`src/sv/a4star_min_image_distance_unit_defines.svh`:
```
// Assertion macros for the A4* minimum-image distance unit.
// Used by the top level only; needs a clk and rst_n in scope.
`ifndef A4STAR_MIN_IMAGE_DISTANCE_UNIT_DEFINES_SVH
`define A4STAR_MIN_IMAGE_DISTANCE_UNIT_DEFINES_SVH

// Same-cycle implication, disabled during reset
`define A4MID_ASSERT_NOW(label, ante, cons, msg) \
  label: assert property (@(posedge clk) disable iff (!rst_n) (ante) |-> (cons)) \
    else $error(msg);

// Next-cycle implication, disabled during reset
`define A4MID_ASSERT_NEXT(label, ante, cons, msg) \
  label: assert property (@(posedge clk) disable iff (!rst_n) (ante) |=> (cons)) \
    else $error(msg);

`endif

```
`src/sv/a4mid_pkg.sv`:
```
// Types, constants and helpers for the A4* minimum-image distance unit.
// No dependencies.
`default_nettype none

package a4mid_pkg;

  localparam int NAX       = 4;   // lattice axes
  localparam int NIMG      = 3;   // images per axis
  localparam int DISP_W    = 8;
  localparam int EXT_W     = 7;
  localparam int CW        = 10;  // candidate coordinate, signed
  localparam int SW        = 23;  // signed working width of the form
  localparam int QW        = 21;  // unsigned width of the true minimum
  localparam int FW        = 17;  // form_min port width
  localparam int DW        = 16;  // dist_fixed port width
  localparam int FRAC_BITS = 8;
  localparam int SQ_W      = 40;  // square-root remainder width
  localparam int NXY       = NIMG * NIMG;
  localparam int NXYZ      = NXY * NIMG;

  localparam logic [FW-1:0] FORM_MAX = {FW{1'b1}};
  localparam logic [DW-1:0] DIST_MAX = {DW{1'b1}};
  // Minimum at or above this gives a distance of 2^DW or more
  localparam logic [QW-1:0] SAT_Q = QW'(5 * (1 << (2 * DW - 2 * FRAC_BITS)));

  // Register indexes of the configuration port
  localparam logic [1:0] REG_EXTENT_X = 2'd0;
  localparam logic [1:0] REG_EXTENT_Y = 2'd1;
  localparam logic [1:0] REG_EXTENT_Z = 2'd2;
  localparam logic [1:0] REG_EXTENT_T = 2'd3;

  typedef logic signed [DISP_W-1:0] disp_t;
  typedef logic [EXT_W-1:0]         ext_t;
  typedef logic signed [CW-1:0]     cand_t;
  typedef logic signed [SW-1:0]     work_t;
  typedef logic [QW-1:0]            form_t;

  function automatic work_t min3(input work_t a, input work_t b, input work_t c);
    work_t m;
    m = (b < a) ? b : a;
    return (c < m) ? c : m;
  endfunction

endpackage

`default_nettype wire

```
`src/sv/a4mid_sqrt.sv`:
```
// Pipelined square root: largest d with 5*d^2 <= q * 2^(2*FRAC_BITS).
// One result bit per stage, DW stages. Depends on a4mid_pkg.
`default_nettype none

module a4mid_sqrt import a4mid_pkg::*; (
  input  logic          clk,
  input  logic          rst_n,
  input  logic          in_valid,
  output logic          in_stall,
  input  form_t         q_min,
  input  logic [FW-1:0] form_min,
  output logic          out_valid,
  input  logic          out_stall,
  output logic [FW-1:0] form_out,
  output logic [DW-1:0] dist_out
);

  logic [DW-1:0] v_r;
  logic [DW:0]   en;

  logic [SQ_W-1:0] r_r   [DW];
  logic [DW-1:0]   d_r   [DW];
  logic [FW-1:0]   f_r   [DW];
  logic            sat_r [DW];

  always_comb begin
    en[DW] = !out_stall;
    for (int k = DW - 1; k >= 0; k--) begin
      en[k] = !v_r[k] || en[k+1];
    end
  end
  assign in_stall = !en[0];

  always_ff @(posedge clk) begin
    if (!rst_n) begin
      v_r <= '0;
    end else begin
      if (en[0]) v_r[0] <= in_valid;
      for (int k = 1; k < DW; k++) begin
        if (en[k]) v_r[k] <= v_r[k-1];
      end
    end
  end

  for (genvar g = 0; g < DW; g++) begin : g_step
    localparam int K = DW - 1 - g;
    logic [SQ_W-1:0] r_in;
    logic [DW-1:0]   d_in;
    logic [FW-1:0]   f_in;
    logic            sat_in;
    logic            v_in;
    logic [SQ_W-1:0] base;
    logic [SQ_W-1:0] trial;

    if (g == 0) begin : g_first
      assign r_in   = SQ_W'(q_min) << (2 * FRAC_BITS);
      assign d_in   = '0;
      assign f_in   = form_min;
      assign sat_in = (q_min >= SAT_Q);
      assign v_in   = in_valid;
    end else begin : g_next
      assign r_in   = r_r[g-1];
      assign d_in   = d_r[g-1];
      assign f_in   = f_r[g-1];
      assign sat_in = sat_r[g-1];
      assign v_in   = v_r[g-1];
    end

    // 5 * (2*d*2^K + 2^(2K)), the growth of 5*d^2 when bit K is set
    assign base  = (SQ_W'(d_in) << (K + 1)) + (SQ_W'(1) << (2 * K));
    assign trial = base + (base << 2);

    always_ff @(posedge clk) begin
      if (en[g] && v_in) begin
        f_r[g]   <= f_in;
        sat_r[g] <= sat_in;
        if (r_in >= trial) begin
          r_r[g] <= r_in - trial;
          d_r[g] <= d_in | (DW'(1) << K);
        end else begin
          r_r[g] <= r_in;
          d_r[g] <= d_in;
        end
      end
    end
  end

  assign out_valid = v_r[DW-1];
  assign form_out  = f_r[DW-1];
  assign dist_out  = sat_r[DW-1] ? DIST_MAX : d_r[DW-1];

endmodule

`default_nettype wire

```
`config.mk`:
```
export PLATFORM = sky130hd
export DESIGN_NAME = a4mid_sqrt
export DESIGN_NICKNAME = d
export VERILOG_FILES = /design/src/sv/a4star_min_image_distance_unit_defines.svh /design/src/sv/a4mid_pkg.sv /design/src/sv/a4mid_sqrt.sv
export SDC_FILE = /design/constraint.sdc
export NUM_CORES = 1
export LEC_CHECK = 0
export BUFFER_PORTS_ARGS = -buffer_cell sky130_fd_sc_hd__buf_2
export CAP_MARGIN = 10
export CORE_ASPECT_RATIO = 1.75
export CORE_MARGIN = 2
export CORE_UTILIZATION = 40
export CTS_CLUSTER_SIZE = 25
export DETAILED_ROUTE_END_ITERATION = 10
export GPL_ROUTABILITY_DRIVEN = 0
export PLACE_DENSITY = 0.57
export SYNTH_ARGS = -nofsm -noshare
export SYNTH_HDL_FRONTEND = slang
export SYNTH_SLANG_ARGS = --single-unit
```
`constraint.sdc`:
```
create_clock -name clk -period 6.4 [get_ports clk]
set_clock_uncertainty 0.05 [all_clocks]
set_input_delay 0.32 -clock clk [delete_from_list [all_inputs] [get_ports clk]]
set_output_delay 0.32 -clock clk [all_outputs]
set_load 0.02 [all_outputs]
```
After elaboration in Yosys (flattened, before gate mapping)
Memories as Yosys holds them, arrays and structs flattened.
Cells that the tools add are included.
Widths: inputs -> output; s select.
{"block": "classes", "n_addsub": 46, "magnitude_cmp": 17, "muxes": 161, "bitwise_logic": 32, "reduce_logical": 50}
{"cell": "$mux 40", "n": 16}
{"cell": "$mux 16", "n": 17}
{"cell": "$mux 1", "n": 128}
{"cell": "$ge 40x21->1", "n": 1}
{"cell": "$ge 40x22->1", "n": 1}
{"cell": "$ge 40x23->1", "n": 1}
{"cell": "$ge 40x24->1", "n": 1}
{"cell": "$ge 40x25->1", "n": 1}
{"cell": "$ge 40x26->1", "n": 1}
{"cell": "$ge 40x27->1", "n": 1}
{"cell": "$ge 40x28->1", "n": 1}
{"cell": "$ge 40x29->1", "n": 1}
{"cell": "$ge 40x30->1", "n": 1}
{"cell": "$ge 40x31->1", "n": 1}
{"cell": "$ge 40x32->1", "n": 1}
{"cell": "$ge 40x33->1", "n": 1}
{"cell": "$ge 40x34->1", "n": 1}
{"cell": "$ge 40x35->1", "n": 1}
{"cell": "$sub 40x21->40", "n": 1}
{"cell": "$sub 40x22->40", "n": 1}
{"cell": "$sub 40x23->40", "n": 1}
{"cell": "$sub 40x24->40", "n": 1}
{"cell": "$sub 40x25->40", "n": 1}
{"cell": "$sub 40x26->40", "n": 1}
{"cell": "46 further kinds", "n": 124}
{"block": "totals", "regBits": 16, "ramBits": 1184, "in_bits": 42, "output_inout_bits": 35, "word_cells": 326, "mem_count": 4}
{"memory": "r_r", "depth": 16, "width": 40, "read_ports": 15, "rd_clocked_by_memory_dff": 0, "wr": 16, "line": "a4mid_sqrt.sv:21", "rtl": "logic [SQ_W-1:0] r_r [DW];"}
{"memory": "f_r", "depth": 16, "width": 17, "read_ports": 16, "rd_clocked_by_memory_dff": 0, "wr": 16, "line": "a4mid_sqrt.sv:23", "rtl": "logic [FW-1:0] f_r [DW];"}
{"memory": "d_r", "depth": 16, "width": 16, "read_ports": 16, "rd_clocked_by_memory_dff": 0, "wr": 16, "line": "a4mid_sqrt.sv:22", "rtl": "logic [DW-1:0] d_r [DW];"}
{"memory": "sat_r", "depth": 16, "width": 1, "read_ports": 16, "rd_clocked_by_memory_dff": 0, "wr": 16, "line": "a4mid_sqrt.sv:24", "rtl": "logic sat_r [DW];"}

Depth between registers and ports, before layout
{"block": "depth", "depth_word": 21, "ltp_mapped": 20, "ltp_nobuf": 18}

Least setup slack after synthesis
No wires, ideal clock.
{"block": "synth_timing", "path_type": "register -> register", "start": "reg v_r[15]", "end": "mem r_r[8][25], in the netlist r_r[1][25] (data pin)", "setup_ns": 0.269, "t_arrival_ns": 4.964, "t_required_ns": 6.081, "path_slack_ns": 1.117, "stages_incl_launch_ff": 9, "n_path_buf": 2, "period_less_slack_ns": 5.283, "path_cell_list": "dfxtp_1 -> nand4_1 -> nor3_1 -> a21oi_1 -> nand3_1 -> a2111oi_0 -> clkbuf_1 -> clkbuf_1 -> o21ai_0"}
{"item": "start: declaration", "line": "a4mid_sqrt.sv:18", "rtl": "logic [DW-1:0] v_r;"}
{"item": "start signal: indexed assignment", "line": "a4mid_sqrt.sv:40", "rtl": "if (en[k]) v_r[k] <= v_r[k-1];"}
{"item": "end: declaration", "line": "a4mid_sqrt.sv:21"}

==> results.yml <==
worst_setup_path:
  cp_data_required_time_ns: 6.74
  start_kind: "flip-flop"
  critical_path_buf_inv_count: 0
  crit_fanout: 13
  worstSetupPathType: "flip-flop to flip-flop"
  slowest_stage: "a31oi_1"
  path_cells: "ha_1 -> a31oi_1 -> nor2b_1 -> nor2_1 -> nor2_1 -> o21a_1 -> o21ai_0 -> a21oi_1 -> nand3_1 -> ha_1 -> or4_1 -> or3_1 -> or2_2 -> nor4_2 -> nand2_1 -> a31oi_1 -> mux2_2"
  crit_family: "simple AND/OR/NAND/NOR gates"
  max_stage_delay_ns: 0.64
  crit_arrival_ns: 5.74
  cp-end-kind: "flip-flop"
status:
  status: "finished clean"
floorplan:
  start_util_pct: 40.3
  rows: 159
  core_area_sq_um: 107000
  fp.dieArea_sq_um: 111000
  fp.dieH_um: 439
  io-pin-count: 77
  die_w_um: 252
layout:
  antenna_cells: 0
  final_cell_mix: "edfxtp_1, ha_1, nand2_1"
  fill_cells: 9663
  final_common_cell: "edfxtp_1"
  synthToLayoutAreaGrowth_pct: 12.2
  nets: 3990
  drive_above_1_share_pct: 9.24
timing:
  relSlewSlack_pct: 23.9
  period_minus_slack_ns: 5.40
  drv_slew: 0
  max_freq_mhz: 185
  max_slew.worst_pin.slew_ns: 1.14
  hold_viol: 0
  whs_ns: 0.296
  rsz0062_at_grt: "false"
  fin_crit_sh_pct: 84.4
  finalSetupViolations: 0
  tns_ns: 0
synth:
  async_reset_ff_share_pct: 0
  yosysTopAreaCellShare_pct: 57.8
  synth_ff_type: "edfxtp_1"
  yosysSeqAreaShare_pct: 58.5
  ys_warn_count: 0
  synth_area_sq_um: 43200
  synth_cell_types: 80
  synth.largest_area_cell: "edfxtp_1"
  netlist_top_cells_area: "edfxtp_1, ha_1, xor2_1"
  ys_ff_latch: 847
  syn_inst: 3481
  avgSynthCellArea_sq_um: 12.4
  synth-edff-count: 831
  synth_fp_nets: 3817
clocking:
  cts_max_level: 3
  cts.clk_slew.worst_paths_ns: 0.06
  clk_latency_ns: 0.68
  clkSinkCount: 847
  cts_tree: "done"
  clock_path_buffers: 3
  cts_buffers: 82
  clock-root-buffer: "clkbuf_16"
job:
  drv_cap: 0
global_routing:
  grt_max_degree: 71
  grt_pass1_wl_mm: 138
  antenna_found_initial: 0
  grtUsageTotal_pct: 15.9
  first_global_vias: 28200
  overflow: 0
pwr:
  ir_drop_mv: 0.244
  power_density_nw_per_um2: 232
  p_leak_nw: 17.2
placement:
  dpl.hpwl_mm: 68.8
  portBuffers: 76
detailed_routing:
  vias_per_cell: 5.24
  drc: 0
  avgRoutedWirePerCell_um: 17.2
  drt_first_iter_violations: 942
  drt-pass1-iter-count: 5
  ant_nets: 0
  drt-total-wl_mm: 87.3
  vias: 26600
worst_hold_path:
  hp-class: "primary input to flip-flop"
-- cell usage after synthesis, types with 28 or more instances --
master / instances
xor2_1: 232
xnor2_1: 154
a21o_1: 68
ha_1: 287
nand2b_1: 40
a31oi_1: 28
nor2b_1: 61
o21a_1: 70
a21oi_1: 172
nor4_1: 56
inv_1: 123
nand3_1: 74
edfxtp_1: 831
o21ai_0: 206
or2_2: 46
or3_1: 51
nor2_1: 197
nand2_1: 250
nor3_1: 126
clkbuf_1: 37
-- per-stage QoR --
stage               area, sq um  utilization [%]  cells  total power, W  worst slack (ns)
finish                    48400             45.2   5089          0.0113             0.997
global route              48400             45.2   5089          0.0116             0.600
CTS                       48400             45.2   5089          0.0114             0.939
detailed placement        45300             42.2   4894         0.00650             0.926
global placement          45300             42.2   4894         0.00649             0.991
floorplan                 43200                -   3481         0.00641              1.12
-- where the power goes --
part / total (W) / internal, W / switching, W
logic: 0.000267 / 0.000124 / 0.000143
clock network: 0.00486 / 0.00270 / 0.00217
registers: 0.00613 / 0.00609 / 0.0000363
-- logic make-up (layout without fill, tap and decap cells) --
kind of cell | after synthesis | in the layout | share of synthesized area [%]
AO/OA/AOI/OAI | 710 | 710 | 10.4
XOR/XNOR | 386 | 386 | 7.83
adder cells (fa/ha/maj) | 294 | 294 | 8.64
buffers and inverters | 188 | 428 | 1.84
flip-flops | 847 | 847 | 58.5
multiplexers | 17 | 17 | 0.438
AND/OR/NAND/NOR | 1039 | 1039 | 12.3
-- routing by layer --
layer,vias up,share of wire (%),global-route usage [%]
li1,13400,-,-
met1,12700,28,11.1
met2,337,65,36.9
met3,199,2.2,1.98
met4,0,5.1,8.51
met5,-,0,0
-- sequential cells by signal (all words and copies together), names as in the netlist --
| register | flops |
|---|---|
| r_r | 407 |
| f_r | 272 |
| sat_r | 16 |
| v_r | 16 |
| d_r | 136 |
-- final timing paths --
check	startpoint	to	slack (ns)	depth (start not counted)
worst max-delay path	d_r[1][7]	r_r[1][58]	1.0	17
worst min-delay path	form_min[15]	f_r[0][15]	0.30	2
worst max register to register	d_r[1][7]	r_r[1][58]	1.0	17
worst min register to register	f_r[0][67]	f_r[0][84]	0.36	0
-- what timing repair did --
action,in CTS,in global routing
buffers inserted,0,0
hold buffers,44,0
endpoints found under the hold margin,56,0
resized for setup,0,0
-- final cells by class --
type / instances / area, sq um / share of cell area [%]
Sequential cell: 847 / 25300 / 52.2
Multi-Input combinational cell: 2446 / 17200 / 35.5
Clock buffer: 96 / 2110 / 4.37
Tap cell: 1368 / 1710 / 3.53
Timing Repair Buffer: 153 / 1070 / 2.21
Clock inverter: 55 / 592 / 1.22
Inverter: 124 / 465 / 0.961
-- worst register-to-register path: stages, from the launching register on --
cell	delay, ns
edfxtp_1	0.47
ha_1	0.38
a31oi_1	0.12
nor2b_1	0.14
nor2_1	0.06
nor2_1	0.13
o21a_1	0.14
o21ai_0	0.14
a21oi_1	0.32
nand3_1	0.15
ha_1	0.25
or4_1	0.46
or3_1	0.34
or2_2	0.40
nor4_2	0.48
nand2_1	0.09
a31oi_1	0.64
mux2_2	0.41
Power figures use the tool's default switching activity.
